<file path="src/srat_pkg.sv">
// Shared types and constants for the segment range address translator.
package srat_pkg;

  localparam int unsigned AddrW = 64;

  typedef enum logic [1:0] {
    CMD_WRITE   = 2'd0,
    CMD_V2F     = 2'd1,
    CMD_F2V     = 2'd2,
    CMD_MAXIMA  = 2'd3
  } cmd_e;

  localparam logic [1:0] STATUS_OK      = 2'd0;
  localparam logic [1:0] STATUS_NOMATCH = 2'd1;
  localparam logic [1:0] STATUS_BSS     = 2'd2;

  localparam logic CFG_SEG_COUNT  = 1'b0;
  localparam logic CFG_IMAGE_SIZE = 1'b1;

  typedef enum logic [1:0] {
    ST_IDLE,
    ST_SCAN,
    ST_FINISH
  } state_e;

  typedef struct packed {
    logic             is_load;
    logic [AddrW-1:0] vaddr;
    logic [AddrW-1:0] memsz;
    logic [AddrW-1:0] offset;
    logic [AddrW-1:0] filesz;
  } seg_entry_t;

  localparam int unsigned EntryW = $bits(seg_entry_t);

  typedef struct packed {
    logic [1:0]       status;
    logic [AddrW-1:0] translated;
    logic [AddrW-1:0] file_end_max;
    logic [AddrW-1:0] vaddr_end_max;
  } result_t;

endpackage

</file>
<file path="src/segment_range_address_translator.sv">
// Segment range address translator: top level with config, segment RAM and output beat register.
//
// Input channel (in_valid_i/in_ready_o) carries one command beat: write an entry,
// translate virtual to file offset, translate file offset to virtual, or report maxima.
// Output channel (out_valid_o/out_ready_i) returns exactly one result beat per command.
// Config port: cfg_we_i writes segment_count (index 0) or image_size (index 1) at once.
// An entry write's result passes from the sequencer's finish state into the output register.
// A query or maxima command scans the live entries in index order, one RAM read per
// cycle; a query stops at its first hit, and with no live entries the scan is skipped.
// The single read port of the segment RAM sets that rate.
// Only one command is in flight at a time; in_ready_o rises again once the result has
// moved into the output register, so a new beat is taken while an old one still waits.
// If the receiver stalls, the finished result is held in the sequencer and no new beat
// is accepted until the output register frees up.
// Reset clears control state, segment_count and image_size; table entries are undefined
// until written.
module segment_range_address_translator #(
  parameter int unsigned MAX_SEGMENTS = 16
) (
  input  logic        clk_i,
  input  logic        rst_ni,
  input  logic        cfg_we_i,
  input  logic        cfg_idx_i,
  input  logic [63:0] cfg_wdata_i,
  input  logic        in_valid_i,
  output logic        in_ready_o,
  input  logic [1:0]  cmd_i,
  input  logic [3:0]  entry_index_i,
  input  logic        entry_is_load_i,
  input  logic [63:0] entry_vaddr_i,
  input  logic [63:0] entry_memsz_i,
  input  logic [63:0] entry_offset_i,
  input  logic [63:0] entry_filesz_i,
  input  logic [63:0] query_addr_i,
  output logic        out_valid_o,
  input  logic        out_ready_i,
  output logic [1:0]  status_o,
  output logic [63:0] translated_o,
  output logic [63:0] file_end_max_o,
  output logic [63:0] vaddr_end_max_o
);
  import srat_pkg::*;

  localparam int unsigned AW = (MAX_SEGMENTS > 1) ? $clog2(MAX_SEGMENTS) : 1;

  logic [4:0]  seg_count_q;
  logic [63:0] image_size_q;
  logic        out_valid_q, out_valid_d;
  result_t     out_q;

  logic        eng_ready, eng_start, res_valid, res_take;
  result_t     res;
  logic        ram_we, ram_re;
  logic [AW-1:0] ram_waddr, ram_raddr;
  seg_entry_t  ram_wdata, ram_rdata;

  always_ff @(posedge clk_i or negedge rst_ni) begin
    if (!rst_ni) begin
      seg_count_q  <= '0;
      image_size_q <= '0;
    end else if (cfg_we_i) begin
      if (cfg_idx_i == CFG_SEG_COUNT) begin
        seg_count_q <= cfg_wdata_i[4:0];
      end
      if (cfg_idx_i == CFG_IMAGE_SIZE) begin
        image_size_q <= cfg_wdata_i;
      end
    end
  end

  assign eng_start = in_valid_i && eng_ready;
  assign in_ready_o = eng_ready;
  assign res_take  = res_valid && (!out_valid_q || out_ready_i);
  assign out_valid_d = res_take || (out_valid_q && !out_ready_i);

  always_ff @(posedge clk_i or negedge rst_ni) begin
    if (!rst_ni) begin
      out_valid_q <= 1'b0;
    end else begin
      out_valid_q <= out_valid_d;
    end
  end

  always_ff @(posedge clk_i) begin
    if (res_take) begin
      out_q <= res;
    end
  end

  srat_engine #(
    .MAX_SEGMENTS(MAX_SEGMENTS),
    .AW(AW)
  ) u_engine (
    .clk_i,
    .rst_ni,
    .start_i        (eng_start),
    .ready_o        (eng_ready),
    .cmd_i,
    .entry_index_i,
    .entry_is_load_i,
    .entry_vaddr_i,
    .entry_memsz_i,
    .entry_offset_i,
    .entry_filesz_i,
    .query_addr_i,
    .seg_count_i    (seg_count_q),
    .image_size_i   (image_size_q),
    .ram_we_o       (ram_we),
    .ram_waddr_o    (ram_waddr),
    .ram_wdata_o    (ram_wdata),
    .ram_re_o       (ram_re),
    .ram_raddr_o    (ram_raddr),
    .ram_rdata_i    (ram_rdata),
    .res_valid_o    (res_valid),
    .res_o          (res),
    .res_take_i     (res_take)
  );

  srat_ram #(
    .Width(EntryW),
    .Depth(MAX_SEGMENTS),
    .AddrW(AW)
  ) u_seg_ram (
    .clk_i,
    .we_i    (ram_we),
    .waddr_i (ram_waddr),
    .wdata_i (ram_wdata),
    .re_i    (ram_re),
    .raddr_i (ram_raddr),
    .rdata_o (ram_rdata)
  );

  assign out_valid_o     = out_valid_q;
  assign status_o        = out_q.status;
  assign translated_o    = out_q.translated;
  assign file_end_max_o  = out_q.file_end_max;
  assign vaddr_end_max_o = out_q.vaddr_end_max;

  a_one_in_flight: assert property (@(posedge clk_i) disable iff (!rst_ni)
    eng_start |=> !in_ready_o)
    else $error("second command taken while one is in flight");

  a_take_frees: assert property (@(posedge clk_i) disable iff (!rst_ni)
    res_take |=> out_valid_o && in_ready_o)
    else $error("result move did not free the sequencer");

  a_no_overwrite: assert property (@(posedge clk_i) disable iff (!rst_ni)
    out_valid_q && !out_ready_i |-> !res_take)
    else $error("stalled output beat overwritten");

endmodule

</file>
<file path="src/srat_ram.sv">
// Generic single-write, single-read RAM with registered read data.
module srat_ram #(
  parameter int unsigned Width = 8,
  parameter int unsigned Depth = 16,
  parameter int unsigned AddrW = (Depth > 1) ? $clog2(Depth) : 1
) (
  input  logic             clk_i,
  input  logic             we_i,
  input  logic [AddrW-1:0] waddr_i,
  input  logic [Width-1:0] wdata_i,
  input  logic             re_i,
  input  logic [AddrW-1:0] raddr_i,
  output logic [Width-1:0] rdata_o
);

  logic [Width-1:0] mem_q [Depth];
  logic [Width-1:0] rdata_q;

  always_ff @(posedge clk_i) begin
    if (we_i) begin
      mem_q[waddr_i] <= wdata_i;
    end
    if (re_i) begin
      rdata_q <= mem_q[raddr_i];
    end
  end

  assign rdata_o = rdata_q;

endmodule

</file>
<file path="src/srat_engine.sv">
// Command sequencer: table writes and one-entry-per-cycle scans over the segment RAM.
module srat_engine #(
  parameter int unsigned MAX_SEGMENTS = 16,
  parameter int unsigned AW = (MAX_SEGMENTS > 1) ? $clog2(MAX_SEGMENTS) : 1
) (
  input  logic                    clk_i,
  input  logic                    rst_ni,
  input  logic                    start_i,
  output logic                    ready_o,
  input  logic [1:0]              cmd_i,
  input  logic [3:0]              entry_index_i,
  input  logic                    entry_is_load_i,
  input  logic [63:0]             entry_vaddr_i,
  input  logic [63:0]             entry_memsz_i,
  input  logic [63:0]             entry_offset_i,
  input  logic [63:0]             entry_filesz_i,
  input  logic [63:0]             query_addr_i,
  input  logic [4:0]              seg_count_i,
  input  logic [63:0]             image_size_i,
  output logic                    ram_we_o,
  output logic [AW-1:0]           ram_waddr_o,
  output srat_pkg::seg_entry_t    ram_wdata_o,
  output logic                    ram_re_o,
  output logic [AW-1:0]           ram_raddr_o,
  input  srat_pkg::seg_entry_t    ram_rdata_i,
  output logic                    res_valid_o,
  output srat_pkg::result_t       res_o,
  input  logic                    res_take_i
);
  import srat_pkg::*;

  localparam int unsigned CntW = $clog2(MAX_SEGMENTS + 1);
  localparam int unsigned CmpW = (CntW > 5) ? CntW : 5;
  localparam int unsigned EidW = (CntW > 4) ? CntW : 4;

  state_e            state_q, state_d;
  logic [1:0]        cmd_q, cmd_d;
  logic [AddrW-1:0]  q_q, q_d;
  logic [CntW-1:0]   cnt_q, cnt_d;
  logic [CntW-1:0]   issue_q, issue_d;
  logic              rvld_q, rvld_d;
  result_t           res_q, res_d;

  logic [CntW-1:0]   live_cnt;
  logic              idx_ok;
  logic              is_v2f;
  logic [AddrW-1:0]  rng_start, rng_size, rng_base, rng_end, delta, tr_new;
  logic [AddrW-1:0]  fe, ve;
  logic              in_rng, bss, last;

  assign live_cnt = (CmpW'(seg_count_i) > CmpW'(MAX_SEGMENTS))
                    ? CntW'(MAX_SEGMENTS) : CntW'(seg_count_i);
  assign idx_ok   = EidW'(entry_index_i) < EidW'(MAX_SEGMENTS);

  // Per-entry evaluation on the registered read data
  assign is_v2f    = (cmd_q == CMD_V2F);
  assign rng_start = is_v2f ? ram_rdata_i.vaddr  : ram_rdata_i.offset;
  assign rng_size  = is_v2f ? ram_rdata_i.memsz  : ram_rdata_i.filesz;
  assign rng_base  = is_v2f ? ram_rdata_i.offset : ram_rdata_i.vaddr;
  assign rng_end   = rng_start + rng_size;
  assign delta     = q_q - rng_start;
  assign tr_new    = rng_base + delta;
  assign in_rng    = ram_rdata_i.is_load && (rng_size != '0)
                     && (q_q >= rng_start) && (q_q < rng_end);
  assign bss       = is_v2f && (delta >= ram_rdata_i.filesz);
  assign fe        = ram_rdata_i.offset + ram_rdata_i.filesz;
  assign ve        = ram_rdata_i.vaddr + ram_rdata_i.memsz;
  assign last      = (issue_q == cnt_q);

  always_ff @(posedge clk_i or negedge rst_ni) begin
    if (!rst_ni) begin
      state_q <= ST_IDLE;
      cnt_q   <= '0;
      issue_q <= '0;
      rvld_q  <= 1'b0;
    end else begin
      state_q <= state_d;
      cnt_q   <= cnt_d;
      issue_q <= issue_d;
      rvld_q  <= rvld_d;
    end
  end

  always_ff @(posedge clk_i) begin
    cmd_q <= cmd_d;
    q_q   <= q_d;
    res_q <= res_d;
  end

  // Writes happen only on accept in idle, scans only afterwards: no overlap on an entry.
  always_comb begin
    state_d     = state_q;
    cmd_d       = cmd_q;
    q_d         = q_q;
    cnt_d       = cnt_q;
    issue_d     = issue_q;
    rvld_d      = 1'b0;
    res_d       = res_q;
    ready_o     = 1'b0;
    res_valid_o = 1'b0;
    ram_we_o    = 1'b0;
    ram_re_o    = 1'b0;
    ram_raddr_o = issue_q[AW-1:0];
    ram_waddr_o = AW'(entry_index_i);
    ram_wdata_o = '{is_load: entry_is_load_i, vaddr: entry_vaddr_i, memsz: entry_memsz_i,
                    offset: entry_offset_i, filesz: entry_filesz_i};
    unique case (state_q)
      ST_IDLE: begin
        ready_o = 1'b1;
        if (start_i) begin
          cmd_d   = cmd_i;
          q_d     = query_addr_i;
          cnt_d   = live_cnt;
          issue_d = '0;
          res_d   = '0;
          if (cmd_i == CMD_V2F || cmd_i == CMD_F2V) begin
            res_d.status = STATUS_NOMATCH;
          end
          if (cmd_i == CMD_MAXIMA) begin
            res_d.file_end_max = image_size_i;
          end
          if (cmd_i == CMD_WRITE) begin
            ram_we_o = idx_ok;
            state_d  = ST_FINISH;
          end else if (live_cnt == '0) begin
            state_d = ST_FINISH;
          end else begin
            state_d = ST_SCAN;
          end
        end
      end
      ST_SCAN: begin
        if (issue_q < cnt_q) begin
          ram_re_o = 1'b1;
          issue_d  = issue_q + 1'b1;
          rvld_d   = 1'b1;
        end
        if (rvld_q) begin
          if (cmd_q == CMD_MAXIMA) begin
            if (ram_rdata_i.is_load && (fe > res_q.file_end_max)) begin
              res_d.file_end_max = fe;
            end
            if (ram_rdata_i.is_load && (ve > res_q.vaddr_end_max)) begin
              res_d.vaddr_end_max = ve;
            end
            if (last) begin
              state_d = ST_FINISH;
              rvld_d  = 1'b0;
            end
          end else if (in_rng) begin
            res_d.status     = bss ? STATUS_BSS : STATUS_OK;
            res_d.translated = bss ? '0 : tr_new;
            state_d          = ST_FINISH;
            rvld_d           = 1'b0;
          end else if (last) begin
            state_d = ST_FINISH;
            rvld_d  = 1'b0;
          end
        end
      end
      ST_FINISH: begin
        res_valid_o = 1'b1;
        if (res_take_i) begin
          state_d = ST_IDLE;
        end
      end
      default: begin
        state_d = ST_IDLE;
      end
    endcase
  end

  assign res_o = res_q;

  a_issue_bound: assert property (@(posedge clk_i) disable iff (!rst_ni)
    state_q == ST_SCAN |-> issue_q <= cnt_q)
    else $error("scan issued past the live count");

  a_rvld_in_scan: assert property (@(posedge clk_i) disable iff (!rst_ni)
    rvld_q |-> state_q == ST_SCAN)
    else $error("read data flagged outside a scan");

  a_scan_no_write: assert property (@(posedge clk_i) disable iff (!rst_ni)
    state_q == ST_SCAN |-> cmd_q != CMD_WRITE)
    else $error("write command entered a scan");

  a_status_legal: assert property (@(posedge clk_i) disable iff (!rst_ni)
    state_q == ST_FINISH |-> res_q.status <= STATUS_BSS)
    else $error("illegal status code");

  a_scan_nonempty: assert property (@(posedge clk_i) disable iff (!rst_ni)
    $rose(state_q == ST_SCAN) |-> cnt_q != '0)
    else $error("scan started with no live entries");

endmodule
</file>
<file path="config.mk">
export PLATFORM = sky130hd
export DESIGN_NAME = segment_range_address_translator
export DESIGN_NICKNAME = d
export VERILOG_FILES = /design/src/srat_pkg.sv /design/src/segment_range_address_translator.sv /design/src/srat_ram.sv /design/src/srat_engine.sv
export SDC_FILE = /design/constraint.sdc
export NUM_CORES = 2
export LEC_CHECK = 0
export BUFFER_PORTS_ARGS = -buffer_cell sky130_fd_sc_hd__buf_2
export CORE_ASPECT_RATIO = 0.9
export CORE_MARGIN = 2
export CORE_UTILIZATION = 45
export CTS_CLUSTER_DIAMETER = 150
export DETAILED_ROUTE_END_ITERATION = 7
export PLACE_DENSITY = 0.64
export SLEW_MARGIN = 30
export SYNTH_ARGS = -nofsm -noshare
export SYNTH_HDL_FRONTEND = slang
export SYNTH_MEMORY_MAX_BITS = 65536
export SYNTH_SLANG_ARGS = --single-unit
</file>
<file path="constraint.sdc">
create_clock -name clk_i -period 59.2 [get_ports clk_i]
set_input_delay 2.96 -clock clk_i [delete_from_list [all_inputs] [get_ports clk_i]]
set_output_delay 2.96 -clock clk_i [all_outputs]
set_load 0.005 [all_outputs]
</file>
After elaboration in Yosys (flattened, before gate mapping)
Memories as Yosys holds them, arrays and structs flattened. A register that Yosys moved wholly into a read port is not among the register bits.
Cells that the tools add are included.
Storage, ports and cells
  register bits: 537
  memory bits (writable): 4112
  bits of input ports: 397
  output and inout bits: 196
  word-level logic and storage cells: 118
  memories kept: 1
Memory list
  u_seg_ram.mem_q: depth 16, bits a word 257, read ports 1, clocked after memory_dff 1, write ports 1, RTL line srat_ram.sv:16  | logic [Width-1:0] mem_q [Depth];
Cells by class
  add/sub/neg operators: 6
  order comparisons: 7
  eq/ne operators: 17
  muxes and demuxes: 42
  bitwise gates (word level): 1
  reduce and logical (&&, ||, !) cells: 27
Operators with widths (count)
  $mux 64: 7
  $mux 194: 2
  $pmux 194 s2: 1
  $add 64x64->64: 4
  $mux 66: 2
  $ge 64x64->1: 2
  $gt 64x64->1: 2
  $mux 128: 1
  $lt 64x64->1: 1
  $reduce_bool 64->1: 1
  $sub 64x64->64: 1
  $mux 2: 9
  $mux 1: 15
  $mux 5: 3
  $reduce_and 5->1: 3
  $ne 2x1->1 const B: 6
  $pmux 5 s2: 1
  $logic_and 1x1->1: 9
  $eq 2x2->1 const B: 4
  $eq 2x1->1 const B: 3
  $ne 2x2->1 const B: 3
  $pmux 2 s3: 1
  $reduce_and 2->1: 3
  $reduce_and 3->1: 2
  other kinds (10): 14

Depth between registers and ports, before layout
  word-level depth: 10
  depth in mapped cells: 30
  gate-level depth less buffers: 27

Modules after synthesis
A second synthesis with hierarchy kept.
Second synthesis, totals
  cell total of the unflattened synthesis: 12198
  area total of the unflattened synthesis: 210236.6 µm²
Modules (own cells, without submodules)
  srat_ram: instances 1, cells each 6671, area an instance 161925.3 µm², sequential area each 131195.8 µm²
  srat_engine: instances 1, cells each 5182, area an instance 39808.2 µm², sequential area each 8132.8 µm²
  segment_range_address_translator: instances 1, cells each 345, area an instance 8503.2 µm², sequential area each 7577.3 µm²

Worst setup path after synthesis
Ideal clock, no wire load.
  path kind: input to register
  from: input in_valid_i
  to: memory u_seg_ram.mem_q[0][0] (netlist bit), enable pin
  setup time: 1194 ps
  data arrival time: 20944 ps
  required time: 58006 ps
  path slack: 37062 ps
  stages: 5
  buffers on the path: 0
  path through: nand2_1 inv_1 nand2_1 or3_1 nor3_1
On the way
  word-level cells in the longest chain between the ends: 5
RTL lines
  start, declared: RTL line segment_range_address_translator.sv:25  | input logic in_valid_i,
  $logic_and 1x1->1: RTL line segment_range_address_translator.sv:71  | assign eng_start = in_valid_i && eng_ready;
  $mux 1: RTL line srat_engine.sv:110  | if (start_i) begin
  $mux 1: RTL line srat_engine.sv:107  | unique case (state_q)
  $mux 1: RTL line srat_ram.sv:20  | if (we_i) begin
  $mux 1 (implied by the code): RTL line srat_ram.sv:21  | mem_q[waddr_i] <= wdata_i;
  end, declared: RTL line srat_ram.sv:16
No other way between the ends.

Worst setup path in the final report
  from: register u_engine.cmd_q[0]
  to: register u_engine.res_q, in the netlist u_engine.res_o[137], enable pin
On the way
  word-level cells in the longest chain between the ends: 8
  elaborated cells between the ends (all ways): 14
  those cells by class: add/sub (1); order compare (2); eq/ne (4); mux (2); reduce/logical (5)
RTL lines
  start, declared: RTL line srat_engine.sv:37  | logic [1:0] cmd_q, cmd_d;
  start signal, assigned: RTL line srat_engine.sv:85  | cmd_q <= cmd_d;
  branches (longest 7 deep; another with $add 64x64->64)
  $reduce_and 5->1 (no source line) (*)
  end signal, assigned: RTL line srat_engine.sv:87  | res_q <= res_d;
  end, declared: RTL line srat_engine.sv:42  | result_t res_q, res_d;
Mark *: on every way between the ends.
A chain may end at the register's enable or synchronous reset.

==> impl_metrics.yaml <==
status:
  status: "completed"
setup_path:
  r2r_cells: 26
  required_ns: 59.89
  endpoint: "u_engine.res_o[137]$_SDFFCE_PP0P_"
  path_class: "register to register"
  endpoint_kind: "register"
  reg2reg_to: "u_engine.res_o[137]$_SDFFCE_PP0P_"
  cp.arrival_ns: 9.76
  timing.rr.start: "u_engine.cmd_q[0]$_DFFE_PP_"
  startpoint: "u_engine.cmd_q[0]$_DFFE_PP_"
  startpoint_type: "register"
  critPathMaxFanout: 73
  r2r_slack_ns: 50.13
logic_synthesis:
  synth_edf_count: 4823
  ys_ff_latch: 4906
  synth_top_flop_cell: "edfxtp_1"
  syn_area_um2: 208000
  syn_nets: 12300
  syn_area_per_cell_um2: 18.4
  synth_top_area_frac: 0.696
  synthTopCellsByArea: "edfxtp_1, mux4_2, ha_1, nand2_1, a21oi_1"
  ys_warn_count: 0
  syn-instance-count: 11300
  synth.most_common_cell: "edfxtp_1"
  yosys.area.top_type: "edfxtp_1"
  synth_common_cells: "edfxtp_1, mux4_2, nand2_1"
  synth.distinct_cells: 103
  synthArstFlopShare: 0.0169
  ys_seq_area_frac: 0.706
cts:
  cts-resized-gates: 0
  clkTransAtPathRegs_ns: 0.07
  cts_made_buffers: 475
  htreeDepth: 5
  cts_hold_buffers: 0
  postCtsSetupRepairBufs: 0
  cts_root_buffer: "clkbuf_16"
  cts.sinks: 4906
  worstSkewPairLatency_ns: 1.11
  cts_buffer_depth: 4
  cts_tree: "built"
global_route:
  grt_max_degree: 146
  grt_pass1_vias: 112000
  grt_first_pass_wirelength_um: 900000
  grt_usage: 0.274
  grt_overflow: 0
  antenna_found_initial: 199
pwr:
  max-vdd-ir-drop_v: 0.0000483
  p_per_area_nw_per_um2: 59.5
  leakagePower_uw: 0.0791
route:
  ant_nets: 0
  vias: 115000
  drt-total-wl_um: 655000
  avgRoutedWirePerCell_um: 35.2
  drt_iter0_markers: 15500
  first_pass_iters: 8
  avgViaCountPerCell: 6.21
  drc: 0
sta:
  setup_tns_ns: 0
  slew_violations: 0
  fmaxAchievable_mhz: 110
  rsz0062_at_grt: "no"
  fin_crit_ns: 9.07
  final_min_period_over_clock_period: 0.153
  slew_headroom: 0.280
  setup_viol: 0
  skew_ns: 0.147
  hold_viol_final: 0
  tightest_slew_ns: 1.07
placement:
  portBuffers: 592
  hpwl_um: 434000
  place.gp.congestion: 1.01
  placed_area_um2: 219000
layout:
  multi_input_area_um2: 57900
  synthToLayoutAreaGrowth_pct: 12.7
  final_layout_size_suffix_gt1_frac: 0.232
  fillers: 36500
  fin_area_um2: 234000
  nets: 13000
  regArea_um2: 147000
die:
  rows: 236
  start_util: 0.452
  die_area_um2: 468000
  die_h_um: 649
  io_pins: 593
  die_x_um: 721
  core_um2: 460000
flow_run:
  cap_violations: 0
hold_path:
  hold_depth: 0
  hold_path.class: "register to register"
==> sequential cells by signal (all words and copies together) (netlist names), 2 cells and up <==
| name | cells |
|---|---|
| status_o | 2 |
| u_engine.res_o | 194 |
| image_size_q | 64 |
| u_engine.state_q | 2 |
| file_end_max_o | 64 |
| u_engine.q_q | 64 |
| u_engine.cnt_q | 5 |
| translated_o | 64 |
| u_seg_ram.mem_q | 4112 |
| seg_count_q | 5 |
| u_engine.cmd_q | 2 |
| u_engine.issue_q | 5 |
| vaddr_end_max_o | 64 |
| u_seg_ram.rdata_o | 257 |
==> how the worst min path moves through the flow <==
stage	endpoint	from	slack, ns
floorplan	status_o[0]$_DFFE_PP_	u_engine.res_o[192]$_SDFFCE_PP0P_	0.40
global placement	translated_o[26]$_DFFE_PP_	u_engine.res_o[154]$_SDFFCE_PP0P_	0.41
detailed placement	translated_o[25]$_DFFE_PP_	u_engine.res_o[153]$_SDFFCE_PP0P_	0.41
CTS	file_end_max_o[10]$_DFFE_PP_	u_engine.res_o[74]$_DFFE_PP_	0.40
global route	translated_o[22]$_DFFE_PP_	u_engine.res_o[150]$_SDFFCE_PP0P_	0.42
finish	file_end_max_o[10]$_DFFE_PP_	u_engine.res_o[74]$_DFFE_PP_	0.41
==> final cells by class <==
class | instances | area share
well taps | 6069 | 0.0324
clock buffers | 587 | 0.0526
multi-input cells | 5502 | 0.247
repair buffers | 797 | 0.0212
inverters | 375 | 0.00602
flip-flops and latches | 4906 | 0.627
diodes | 65 | 0.000694
clock inverters | 293 | 0.0133
==> logic make-up (layout without fill, tap and decap cells) <==
group | count (synthesis) | count (layout) | share of synthesized area
other | 0 | 65 | 0
muxes | 1364 | 1364 | 0.143
DFF | 4906 | 4906 | 0.706
buffers and inverters | 891 | 2052 | 0.0165
AOI/OAI and AO/OA | 1496 | 1496 | 0.0464
adders and majority gates | 584 | 584 | 0.0353
xor gates and xnor gates | 294 | 294 | 0.0124
and+or+nand+nor | 1764 | 1764 | 0.0397
==> layout by cell type, fill, tap and decap left out, types with 55 or more instances in the layout <==
cell type and n:
nand4_1 150, nor2_1 258, xor2_1 110, nor2b_1 55
mux4_2 1285, ha_1 578, xnor2_1 183, dfrtp_1 79
nand2_1 778, mux2_2 70, o21bai_1 66, clkinv_2 74
and2_1 84, a21oi_1 441, nor3_1 73, inv_1 374
clkbuf_16 476, clkinv_1 114, diode_2 65, buf_4 167
a21o_1 288, edfxtp_1 4823, nand3_1 131, o21ai_0 318
buf_2 591, clkbuf_1 110
==> per-stage QoR <==
step	utilization	power, uW	cells	setup WS [ns]	hold WS, ns
2_1_floorplan	-	8690	11300	37.06	0.400
3_3_place_gp	0.475	10800	17600	50.05	0.407
3_5_place_dp	0.476	10900	17600	50.08	0.407
4_1_cts	0.509	13900	18500	50.01	0.404
5_1_grt	0.509	14600	18500	49.64	0.425
6_report	0.510	13900	18600	50.13	0.410
==> routing by layer <==
layer	track usage	routed length, um
met4	0.0809	22200
met3	0.0655	65900
met1	0.409	279000
met5	0	534
met2	0.403	287000
==> critical path, cell delays in order (launching register included) <==
cell	delay, ns
edfxtp_1	0.46
nor2b_4	0.18
buf_4	0.43
buf_12	0.29
buf_4	0.59
o21ai_0	0.18
ha_1	0.50
nand2_1	0.11
o211ai_1	0.25
a31oi_1	0.18
a211oi_1	0.24
a21boi_1	0.52
nor2_1	0.15
nor3_1	0.46
o31ai_1	0.34
and4b_1	0.28
nor3_1	0.30
ha_1	0.29
and4_1	0.17
nor4b_1	0.17
and3_1	0.20
a211oi_1	0.25
o21ai_0	0.15
or4_1	0.87
o41ai_2	0.31
buf_4	0.40
buf_16	0.28
==> power by group <==
| group | total (uW) | switching [uW] | leakage [uW] | internal, uW |
|---|---|---|---|---|
| logic | 6150 | 3750 | 0.0271 | 2400 |
| clock network | 3000 | 1320 | 0.00744 | 1670 |
| registers | 4800 | 543 | 0.0446 | 4260 |
| total | 13900 | 5610 | 0.0791 | 8330 |
No activity file was read; power rests on OpenSTA's default activity.
